[src/rtl/b64c_pkg.sv]
package b64c_pkg;

  localparam int unsigned FifoDepth = 2;
  localparam logic [7:0] PadChar = 8'h3D;  // '='

  typedef struct packed {
    logic [7:0] in_byte;
    logic       final_byte;
  } in_item_t;

  typedef struct packed {
    logic [7:0] out_char;
    logic       final_char;
  } out_item_t;

  // One three-byte group ready for encoding. Count is 1..3 valid bytes.
  typedef struct packed {
    logic [23:0] triple;
    logic [1:0]  count;
    logic        fin;
  } group_t;

  function automatic logic [7:0] sextet_char(input logic [5:0] v);
    logic [7:0] w;
    w = {2'b00, v};
    if (v < 6'd26) begin
      return 8'h5A - w;
    end else if (v < 6'd52) begin
      return w + 8'd71;
    end else if (v < 6'd62) begin
      return w - 8'd4;
    end else if (v == 6'd62) begin
      return 8'h2B;
    end else begin
      return 8'h2F;
    end
  endfunction

endpackage

[src/rtl/base64_encoder_custom_alphabet_top.sv]
// Streaming base64 encoder with a permuted alphabet.
// Input channel src_*: one byte per transfer, final_byte set on the last
// byte of a message. Output channel enc_*: one ASCII character per transfer,
// final_char set on the last character of the message.
// Every third byte, and every byte flagged final, closes a group that yields
// four characters; a short final group is zero-filled and padded with '='.
// The front part collects bytes and hands closed groups to a two-entry queue;
// the back part turns one queued group into four characters, one per cycle
// while the receiver does not stall, into an output register.
// The first character of a group passes from the queue through the group
// register into the output register. Throughput: one character per cycle
// while the receiver does not stall, set by the back part, so sustained
// input is held back by src_stall when the queue fills.
// src_stall rises only while the queue is full.
// When the receiver stalls, the current character holds and the queue
// absorbs up to two further groups before the input stalls.
// Synchronous reset empties the queue and drops any held bytes.
module base64_encoder_custom_alphabet_top (
  input  logic                clk,
  input  logic                rst,
  input  logic                src_valid,
  output logic                src_stall,
  input  b64c_pkg::in_item_t  src_data,
  output logic                enc_valid,
  input  logic                enc_stall,
  output b64c_pkg::out_item_t enc_data
);
  import b64c_pkg::*;

  logic   push;
  group_t push_data;
  logic   full;
  logic   pop;
  logic   empty;
  group_t head;

  b64c_front u_front (
    .clk       (clk),
    .rst       (rst),
    .src_valid (src_valid),
    .src_stall (src_stall),
    .src_data  (src_data),
    .push      (push),
    .push_data (push_data),
    .full      (full)
  );

  b64c_fifo u_fifo (
    .clk       (clk),
    .rst       (rst),
    .push      (push),
    .push_data (push_data),
    .full      (full),
    .pop       (pop),
    .empty     (empty),
    .head      (head)
  );

  b64c_back u_back (
    .clk       (clk),
    .rst       (rst),
    .empty     (empty),
    .head      (head),
    .pop       (pop),
    .enc_valid (enc_valid),
    .enc_stall (enc_stall),
    .enc_data  (enc_data)
  );

endmodule

[src/rtl/b64c_front.sv]
module b64c_front (
  input  logic               clk,
  input  logic               rst,
  input  logic               src_valid,
  output logic               src_stall,
  input  b64c_pkg::in_item_t src_data,
  output logic               push,
  output b64c_pkg::group_t   push_data,
  input  logic               full
);
  import b64c_pkg::*;

  logic [15:0] held;
  logic [1:0]  held_cnt;
  logic [1:0]  n;
  logic        take;
  logic        emit;

  assign src_stall = full;
  assign take      = src_valid && !full;
  assign n         = held_cnt + 2'd1;
  assign emit      = src_data.final_byte || (n == 2'd3);
  assign push      = take && emit;

  always_comb begin
    unique case (held_cnt)
      2'd0:    push_data.triple = {src_data.in_byte, 16'h0000};
      2'd1:    push_data.triple = {held[7:0], src_data.in_byte, 8'h00};
      default: push_data.triple = {held, src_data.in_byte};
    endcase
    push_data.count = n;
    push_data.fin   = src_data.final_byte;
  end

  always_ff @(posedge clk) begin
    if (rst) begin
      held     <= '0;
      held_cnt <= '0;
    end else if (take) begin
      if (emit) begin
        held     <= '0;
        held_cnt <= '0;
      end else begin
        held     <= {held[7:0], src_data.in_byte};
        held_cnt <= n;
      end
    end
  end

endmodule

[src/rtl/b64c_fifo.sv]
module b64c_fifo (
  input  logic             clk,
  input  logic             rst,
  input  logic             push,
  input  b64c_pkg::group_t push_data,
  output logic             full,
  input  logic             pop,
  output logic             empty,
  output b64c_pkg::group_t head
);
  import b64c_pkg::*;

  group_t     slots [FifoDepth];
  logic       wptr;
  logic       rptr;
  logic [1:0] fill;
  logic       do_push;
  logic       do_pop;

  assign full    = (fill == 2'(FifoDepth));
  assign empty   = (fill == 2'd0);
  assign head    = slots[rptr];
  assign do_push = push && !full;
  assign do_pop  = pop && !empty;

  always_ff @(posedge clk) begin
    if (do_push) begin
      slots[wptr] <= push_data;
    end
  end

  always_ff @(posedge clk) begin
    if (rst) begin
      wptr <= 1'b0;
      rptr <= 1'b0;
      fill <= '0;
    end else begin
      if (do_push) begin
        wptr <= ~wptr;
      end
      if (do_pop) begin
        rptr <= ~rptr;
      end
      unique case ({do_push, do_pop})
        2'b10:   fill <= fill + 2'd1;
        2'b01:   fill <= fill - 2'd1;
        default: fill <= fill;
      endcase
    end
  end

endmodule

[src/rtl/b64c_back.sv]
module b64c_back (
  input  logic                clk,
  input  logic                rst,
  input  logic                empty,
  input  b64c_pkg::group_t    head,
  output logic                pop,
  output logic                enc_valid,
  input  logic                enc_stall,
  output b64c_pkg::out_item_t enc_data
);
  import b64c_pkg::*;

  group_t     grp;
  logic       grp_valid;
  logic [1:0] pos;
  logic       advance;
  logic [5:0] sextet;
  out_item_t  next_item;

  assign advance = grp_valid && (!enc_valid || !enc_stall);
  assign pop     = !empty && (!grp_valid || (advance && pos == 2'd3));

  always_comb begin
    unique case (pos)
      2'd0:    sextet = grp.triple[23:18];
      2'd1:    sextet = grp.triple[17:12];
      2'd2:    sextet = grp.triple[11:6];
      default: sextet = grp.triple[5:0];
    endcase
    // Positions past the number of valid bytes are padding.
    next_item.out_char   = (pos > grp.count) ? PadChar : sextet_char(sextet);
    next_item.final_char = grp.fin && (pos == 2'd3);
  end

  always_ff @(posedge clk) begin
    if (pop) begin
      grp <= head;
    end
    if (advance) begin
      enc_data <= next_item;
    end
  end

  always_ff @(posedge clk) begin
    if (rst) begin
      grp_valid <= 1'b0;
      pos       <= '0;
      enc_valid <= 1'b0;
    end else begin
      if (pop) begin
        grp_valid <= 1'b1;
      end else if (advance && pos == 2'd3) begin
        grp_valid <= 1'b0;
      end
      if (advance) begin
        pos       <= pos + 2'd1;
        enc_valid <= 1'b1;
      end else if (!enc_stall) begin
        enc_valid <= 1'b0;
      end
    end
  end

endmodule

[config.mk]
export PLATFORM = sky130hd
export DESIGN_NAME = base64_encoder_custom_alphabet_top
export DESIGN_NICKNAME = d
export VERILOG_FILES = /design/src/rtl/b64c_pkg.sv /design/src/rtl/base64_encoder_custom_alphabet_top.sv /design/src/rtl/b64c_front.sv /design/src/rtl/b64c_fifo.sv /design/src/rtl/b64c_back.sv
export SDC_FILE = /design/constraint.sdc
export NUM_CORES = 1
export LEC_CHECK = 0
export BUFFER_PORTS_ARGS = -buffer_cell sky130_fd_sc_hd__buf_2
export CAP_MARGIN = 40
export CORE_MARGIN = 4
export CORE_UTILIZATION = 49
export DETAILED_ROUTE_END_ITERATION = 8
export PLACE_DENSITY = 0.66
export SETUP_SLACK_MARGIN = 0.1
export SLEW_MARGIN = 30
export SYNTH_ARGS = -nofsm -noshare
export SYNTH_HDL_FRONTEND = slang
export SYNTH_HIERARCHICAL = 1
export SYNTH_SLANG_ARGS = --single-unit
[constraint.sdc]
create_clock -name clk -period 8.3 [get_ports clk]
set_input_delay 0.83 -clock clk [delete_from_list [all_inputs] [get_ports clk]]
set_output_delay 0.83 -clock clk [all_outputs]
set_load 0.01 [all_outputs]
# ---- After elaboration in Yosys (flattened, before gate mapping)
# Memory sizes are Yosys's and may differ from the RTL's. A register that Yosys moved wholly into a read port is not among the register bits.
# Cells that the tools add are included.
dict set report totals {
  regBits 35
  ram_bits 54
  inputBits 13
  n_memories 1
}
dict set report classes {
  add_sub_neg 7
  order_cmp 4
  n_eq_ne 10
  mux 15
  n_bitwise 2
  reduce_logical 21
}
# name depth width read_ports rd_clocked_by_memory_dff write_ports line
set mem_list {}
lappend mem_list {u_fifo.slots 2 27 1 1 1 b64c_fifo.sv:13} ;# group_t slots [FifoDepth];
# op n
set ops {}
lappend ops {{24-bit one-hot mux with 2 select lines} 1}
lappend ops {{8-bit 2-to-1 mux} 3}
lappend ops {{6-bit one-hot mux with 3 select lines} 1}
lappend ops {{16-bit 2-to-1 mux} 1}
lappend ops {{6-bit < comparator, second input constant} 2}
lappend ops {{2-bit equality test, second input constant} 5}
lappend ops {{6-bit by 7-bit adder with 8-bit output, second input constant} 1}
lappend ops {{1-bit logical AND} 8}
lappend ops {{7-bit by 6-bit subtractor with 8-bit output, first input constant} 1}
lappend ops {{6-bit by 3-bit subtractor with 7-bit output, second input constant} 1}
lappend ops {{2-bit by 1-bit adder with 2-bit output, second input constant} 3}
lappend ops {{2-bit by 1-bit equality test with 1-bit output, second input constant} 3}
lappend ops {{6-bit equality test, second input constant} 1}
lappend ops {{2-bit logical NOT} 3}
lappend ops {{6-bit by 5-bit < comparator with 1-bit output, second input constant} 1}
lappend ops {{1-bit 2-to-1 mux} 6}
lappend ops {{1-bit logical NOT} 5}
lappend ops {{2-bit one-hot mux with 2 select lines} 1}
lappend ops {{2-bit nonzero test} 2}
lappend ops {{1-bit logical OR} 3}
lappend ops {{3-bit 2-to-1 mux} 1}
lappend ops {{2-bit > comparator} 1}
lappend ops {{2-bit 2-to-1 mux} 1}
lappend ops {{2-bit by 1-bit != test with 1-bit output, second input constant} 1}
lappend ops {{2 further kinds} 3}

# ---- Logic depth before layout (Yosys ltp)
dict set report logic_depth {
  depth_word 9
  ltp_mapped 10
  depth_no_buf 10
}

# ---- Hierarchy
# Netlist, hierarchy kept.
# mod instances cells_each area_per_inst_um2 seq_area_each_um2
set by_module_without_submodules {}
lappend by_module_without_submodules {b64c_fifo 1 110 2164.6 1721.7}
lappend by_module_without_submodules {b64c_back 1 141 1859.3 1161.1}
lappend by_module_without_submodules {b64c_front 1 113 985.9 360.3}

# ---- Least setup slack after synthesis
# OpenSTA, ideal clock, no wires.
dict set report synth_path {
  path_kind {input port to flip-flop}
  start {in enc_stall}
  end {reg u_fifo.fill[1]}
  setup_ns 0.070
  t_arrival_ns 3.373
  required_ns 8.230
  path_slack_ns 4.858
  stages 7
  path_buffers 0
  cell_sequence {nand2_1 nand2_1 a21oi_1 o21a_1 ha_1 or3_1 a21oi_1}
}
dict set report synth_via {
  elab_chain_len 9
  elab_cells_between_ends 11
}
# item line
set synth_lines {}
lappend synth_lines {{start, declared} base64_encoder_custom_alphabet_top.sv:25} ;# input logic enc_stall,
lappend synth_lines {{1-bit logical NOT (*)} b64c_back.sv:20} ;# assign advance = grp_valid && (!enc_valid || !enc_stall);
lappend synth_lines {{1-bit logical OR (*)} b64c_back.sv:20}
lappend synth_lines {{1-bit logical AND (*)} b64c_back.sv:20}
lappend synth_lines {{1-bit logical AND (*)} b64c_back.sv:21} ;# assign pop = !empty && (!grp_valid || (advance && pos == 2'd3));
lappend synth_lines {{1-bit logical OR (*)} b64c_back.sv:21}
lappend synth_lines {{1-bit logical AND (*)} b64c_back.sv:21}
lappend synth_lines {{via pop} base64_encoder_custom_alphabet_top.sv:33} ;# logic pop;
lappend synth_lines {{1-bit logical AND (*)} b64c_fifo.sv:24} ;# assign do_pop = pop && !empty;
lappend synth_lines {{via u_fifo.do_pop} b64c_fifo.sv:18} ;# logic do_pop;
lappend synth_lines {{2-bit by 1-bit equality test with 1-bit output / 2-bit equality test (equally long branches)} b64c_fifo.sv:44} ;# unique case ({do_push, do_pop})
lappend synth_lines {{2-bit one-hot mux with 2 select lines / 2-bit nonzero test (equally long branches)} -}
lappend synth_lines {{end signal, assigned} b64c_fifo.sv:45} ;# 2'b10: fill <= fill + 2'd1;
lappend synth_lines {{end signal, assigned} b64c_fifo.sv:46} ;# 2'b01: fill <= fill - 2'd1;
lappend synth_lines {{end signal, assigned} b64c_fifo.sv:47} ;# default: fill <= fill;
lappend synth_lines {{end, declared} b64c_fifo.sv:16} ;# logic [1:0] fill;
# The timed path passes the listed nets; every way through them passes the cells marked *.
# A chain may end at the register's enable or synchronous reset.

# ---- Worst setup path after layout
dict set report layout_path {
  start {reg u_back.pos[0]}
  end {reg u_back/enc_data[5] (netlist name)}
}
dict set report layout_via {
  elab_chain_len 6
  elab_cells_between_ends 14
}
# item line
set layout_lines {}
lappend layout_lines {{start, declared} b64c_back.sv:15} ;# logic [1:0] pos;
lappend layout_lines {{start signal, assigned} b64c_back.sv:56} ;# pos <= pos + 2'd1;
lappend layout_lines {{2-bit equality test, or another cell as far along} b64c_back.sv:24} ;# unique case (pos)
lappend layout_lines {{6-bit one-hot mux with 3 select lines} b64c_back.sv:24}
lappend layout_lines {{6-bit by 3-bit subtractor with 7-bit output / 6-bit < comparator (equally long branches)} {b64c_pkg.sv:31, b64c_pkg.sv:30}}
lappend layout_lines {{8-bit 2-to-1 mux} b64c_pkg.sv:30} ;# end else if (v < 6'd62) begin
lappend layout_lines {{8-bit 2-to-1 mux} b64c_pkg.sv:28} ;# end else if (v < 6'd52) begin
lappend layout_lines {{8-bit 2-to-1 mux} b64c_pkg.sv:26} ;# if (v < 6'd26) begin
# Several ways; a longest one is shown, not always the timed one.

==> reports/qor.csv <==
stage,metric,value,unit
synth,netlist_area,5010,um2
route,drtIter0Drc,212,
sta,timing.final.ws_setup,5700,ps
die,row_count,36,
sta,slew_headroom,0.491,
critical_path,max_stage_delay,420,ps
synth,synth_cell_types,48,
die,io_pins,24,
place,dp_hpwl,5240,um
route,vias_per_cell,5.24,
pwr,clkPwrFrac,0.363,
place,io_buffers,23,
critical_path,slowest_stage,dfxtp_1,
sta,holdWs,479,ps
critical_path,path_cells,"inv_1, ha_1, a222oi_1, mux2_2, inv_2, ha_1, o211ai_1, a22o_1, a31oi_1",
pwr,p_sw,0.482,mW
die,die_w,109,um
route,vias,2831,
clocking,cts.sinks,117,
die,core_area,9860,um2
synth,synth_top_area_share,0.539,
global_routing,antenna_found_initial,0,
global_routing,grt_max_degree,29,
critical_path,crit_top_cell,ha_1,
clocking,cts_setup_buffers,0,
pwr,internal-power,1.31,mW
global_routing,grt_usage,0.149,
die,die_h,109,um
layout,final_nets,420,
sta,rsz0062_at_grt,false,
route,ant_nets,0,
layout,fillCellCount,767,
synth,yosysWarningCount,6,
clocking,cts_hold_buffers,0,
synth,synth-seq-cells,117,
global_routing,grt_pass1_wl,13400,um
critical_path,worstPathRequired,8510,ps
synth,synth_cells,364,
global_routing,gr-total-overflow,0,
clocking,cts_resized,0,
synth,synth_edf_count,90,
run_status,outcome,completed,
global_routing,grt_pass1_vias,2781,
route,dr.pass1.iters,4,
synth,synthTopCellsByArea,"edfxtp_1 54%, dfxtp_1 11%, mux2_2 4.0%",
clocking,cts_tree,done,
sta,setup_viol,0,
layout,final_common_cell,edfxtp_1,
route,wl,7780,um
clocking,numCtsBuffers,17,
layout,final_cell_mix,"90 x edfxtp_1, 34 x nand2_1, 26 x dfxtp_1",
synth,synth.net_count,390,
synth,synth_ff_type,edfxtp_1,
sta,fin_crit_sh,0.313,
critical_path,crit_arrival,2810,ps
place,dpl_cell_area,5230,um2
synth,synth-seq-area-share,0.647,
synth,async_reset_ff_frac,0,
pwr,power_density,310,nW/um2
clocking,htree_levels,4,
layout,stdcell_area,5770,um2
run,max_cap_violations,0,
critical_path,endpoint_kind,flop,
critical_path,critPathLaunchType,flop,
synth,avgSynthCellArea,13.8,um2
die,die-area,11900,um2
sta,final.setup.tns,0,ps
sta,fin_worst_skew,7.67,ps
critical_path,worstSetupPathType,reg2reg,
layout,layout-drive-gt1-share,0.243,
worst_hold_path,hold_path_class,reg2reg,
place,preCtsSetupSlack,5700,ps
route,routedWlPerCell,14.4,um
place,gp_congestion,0.829,
sta,period_needed,2600,ps
pwr,combinationalPowerShare,0.205,
pwr,ir_drop,0.000113,V
critical_path,worstPathMaxFanout,7,
clocking,clk_pin_slew_worst_paths,50,ps
route,drc,0,
pwr,power_frac_seq,0.432,
layout,antenna_cells,0,
pwr,total_power,1.79,mW
sta,finalMaxSlewViolations,0,
clocking,clock_path_buffers,2,
place,place_inst,507,
clocking,insertion_delay,500,ps
clocking,root_buffer,clkbuf_8,
pwr,p_leak,2.09,nW
synth,yosys.area.top_type,edfxtp_1,
sta,fmaxAchievable,385,MHz
layout,instances_no_fill,540,
layout,syn_to_final_growth,15.2,%
layout,utilization,0.585,
sta,worst_pin_slew,763,ps
die,start_util,0.508,
pwr,p_sw_frac,0.269,
sta,finalHoldViolations,0,
layer usage:
layer / routed length [um] / GRT usage / vias up / part of all wire
met3: 356 / 0.0515 / 8 / 0.046
met5: 0 / 0 / - / 0
met4: 92 / 0.0676 / 0 / 0.012
li1: - / - / 1422 / -
met2: 3610 / 0.224 / 57 / 0.46
met1: 3720 / 0.195 / 1344 / 0.48
synth_stat cells, drive strengths merged, types with 3 or more instances:
library cell / n
a21oi: 9
a222oi: 6
a22o: 18
a22oi: 8
a31oi: 4
and2: 10
and3: 3
buf: 11
clkbuf: 5
dfxtp: 27
edfxtp: 90
ha: 13
inv: 16
mux2: 32
mux2i: 4
nand2: 34
nand2b: 12
nor2: 14
nor2b: 3
nor3: 5
nor4: 3
o21ai: 14
or3: 4
xnor2: 3
sequential cells by signal, summed over array words and instances, names as in the netlist, named ones only:
name / count
u_back/grp_valid: 1
u_back/grp: 27
u_front/held: 16
u_fifo/rptr: 1
u_fifo/wptr: 1
u_back/enc_data: 9
u_fifo/fill: 2
u_back/enc_valid: 1
u_front/held_cnt: 2
u_fifo/slots: 54
u_back/pos: 2
final cells by class:
cell class,instances,area [um2],area share
clock buffer,20,425,0.0737
clock inverter,12,113,0.0195
inverter,16,60.1,0.0104
multi-input combinational,215,1620,0.280
sequential,117,3240,0.562
tap,133,166,0.0288
timing repair buffer,27,145,0.0251
power by group through the flow:
stage,Clock (mW),Combinational (mW),Sequential [mW]
6_report,0.649,0.368,0.774
5_1_grt,0.697,0.414,0.783
2_1_floorplan,0,0.285,0.781
3_5_place_dp,0,0.365,0.786
4_1_cts,0.662,0.368,0.774
3_3_place_gp,0,0.359,0.784
kinds of logic (layout without fill, tap and decap cells):
logic type | Yosys count | count (layout) | synth area share
other cells | 1 | 1 | 0.000749
fa+ha+maj | 14 | 14 | 0.0345
flops | 117 | 117 | 0.647
compound gates | 69 | 69 | 0.103
mux | 36 | 36 | 0.0822
buf+inv | 32 | 75 | 0.0307
simple gates | 90 | 90 | 0.0927
xor+xnor | 5 | 5 | 0.00874
critical path, delay by kind of cell, from the launching register on:
kind                       cells  cell delay [ps]
AOI/OAI and AO/OA              4              820
adders and majority gates      2              560
buffers and inverters          2              190
muxes                          1              300
DFF                            1              420
worst paths after layout:
kind | from | endpoint | slack [ps] | depth (start not counted)
max | u_back/pos[0] | u_back/enc_data[5] | 5700 | 9
min | u_front/held[15] | u_front/held[15] | 480 | 1
max reg2reg | u_back/pos[0] | u_back/enc_data[5] | 5700 | 9
min reg2reg | u_front/held[15] | u_front/held[15] | 480 | 1
Power figures use the tool's default switching activity.
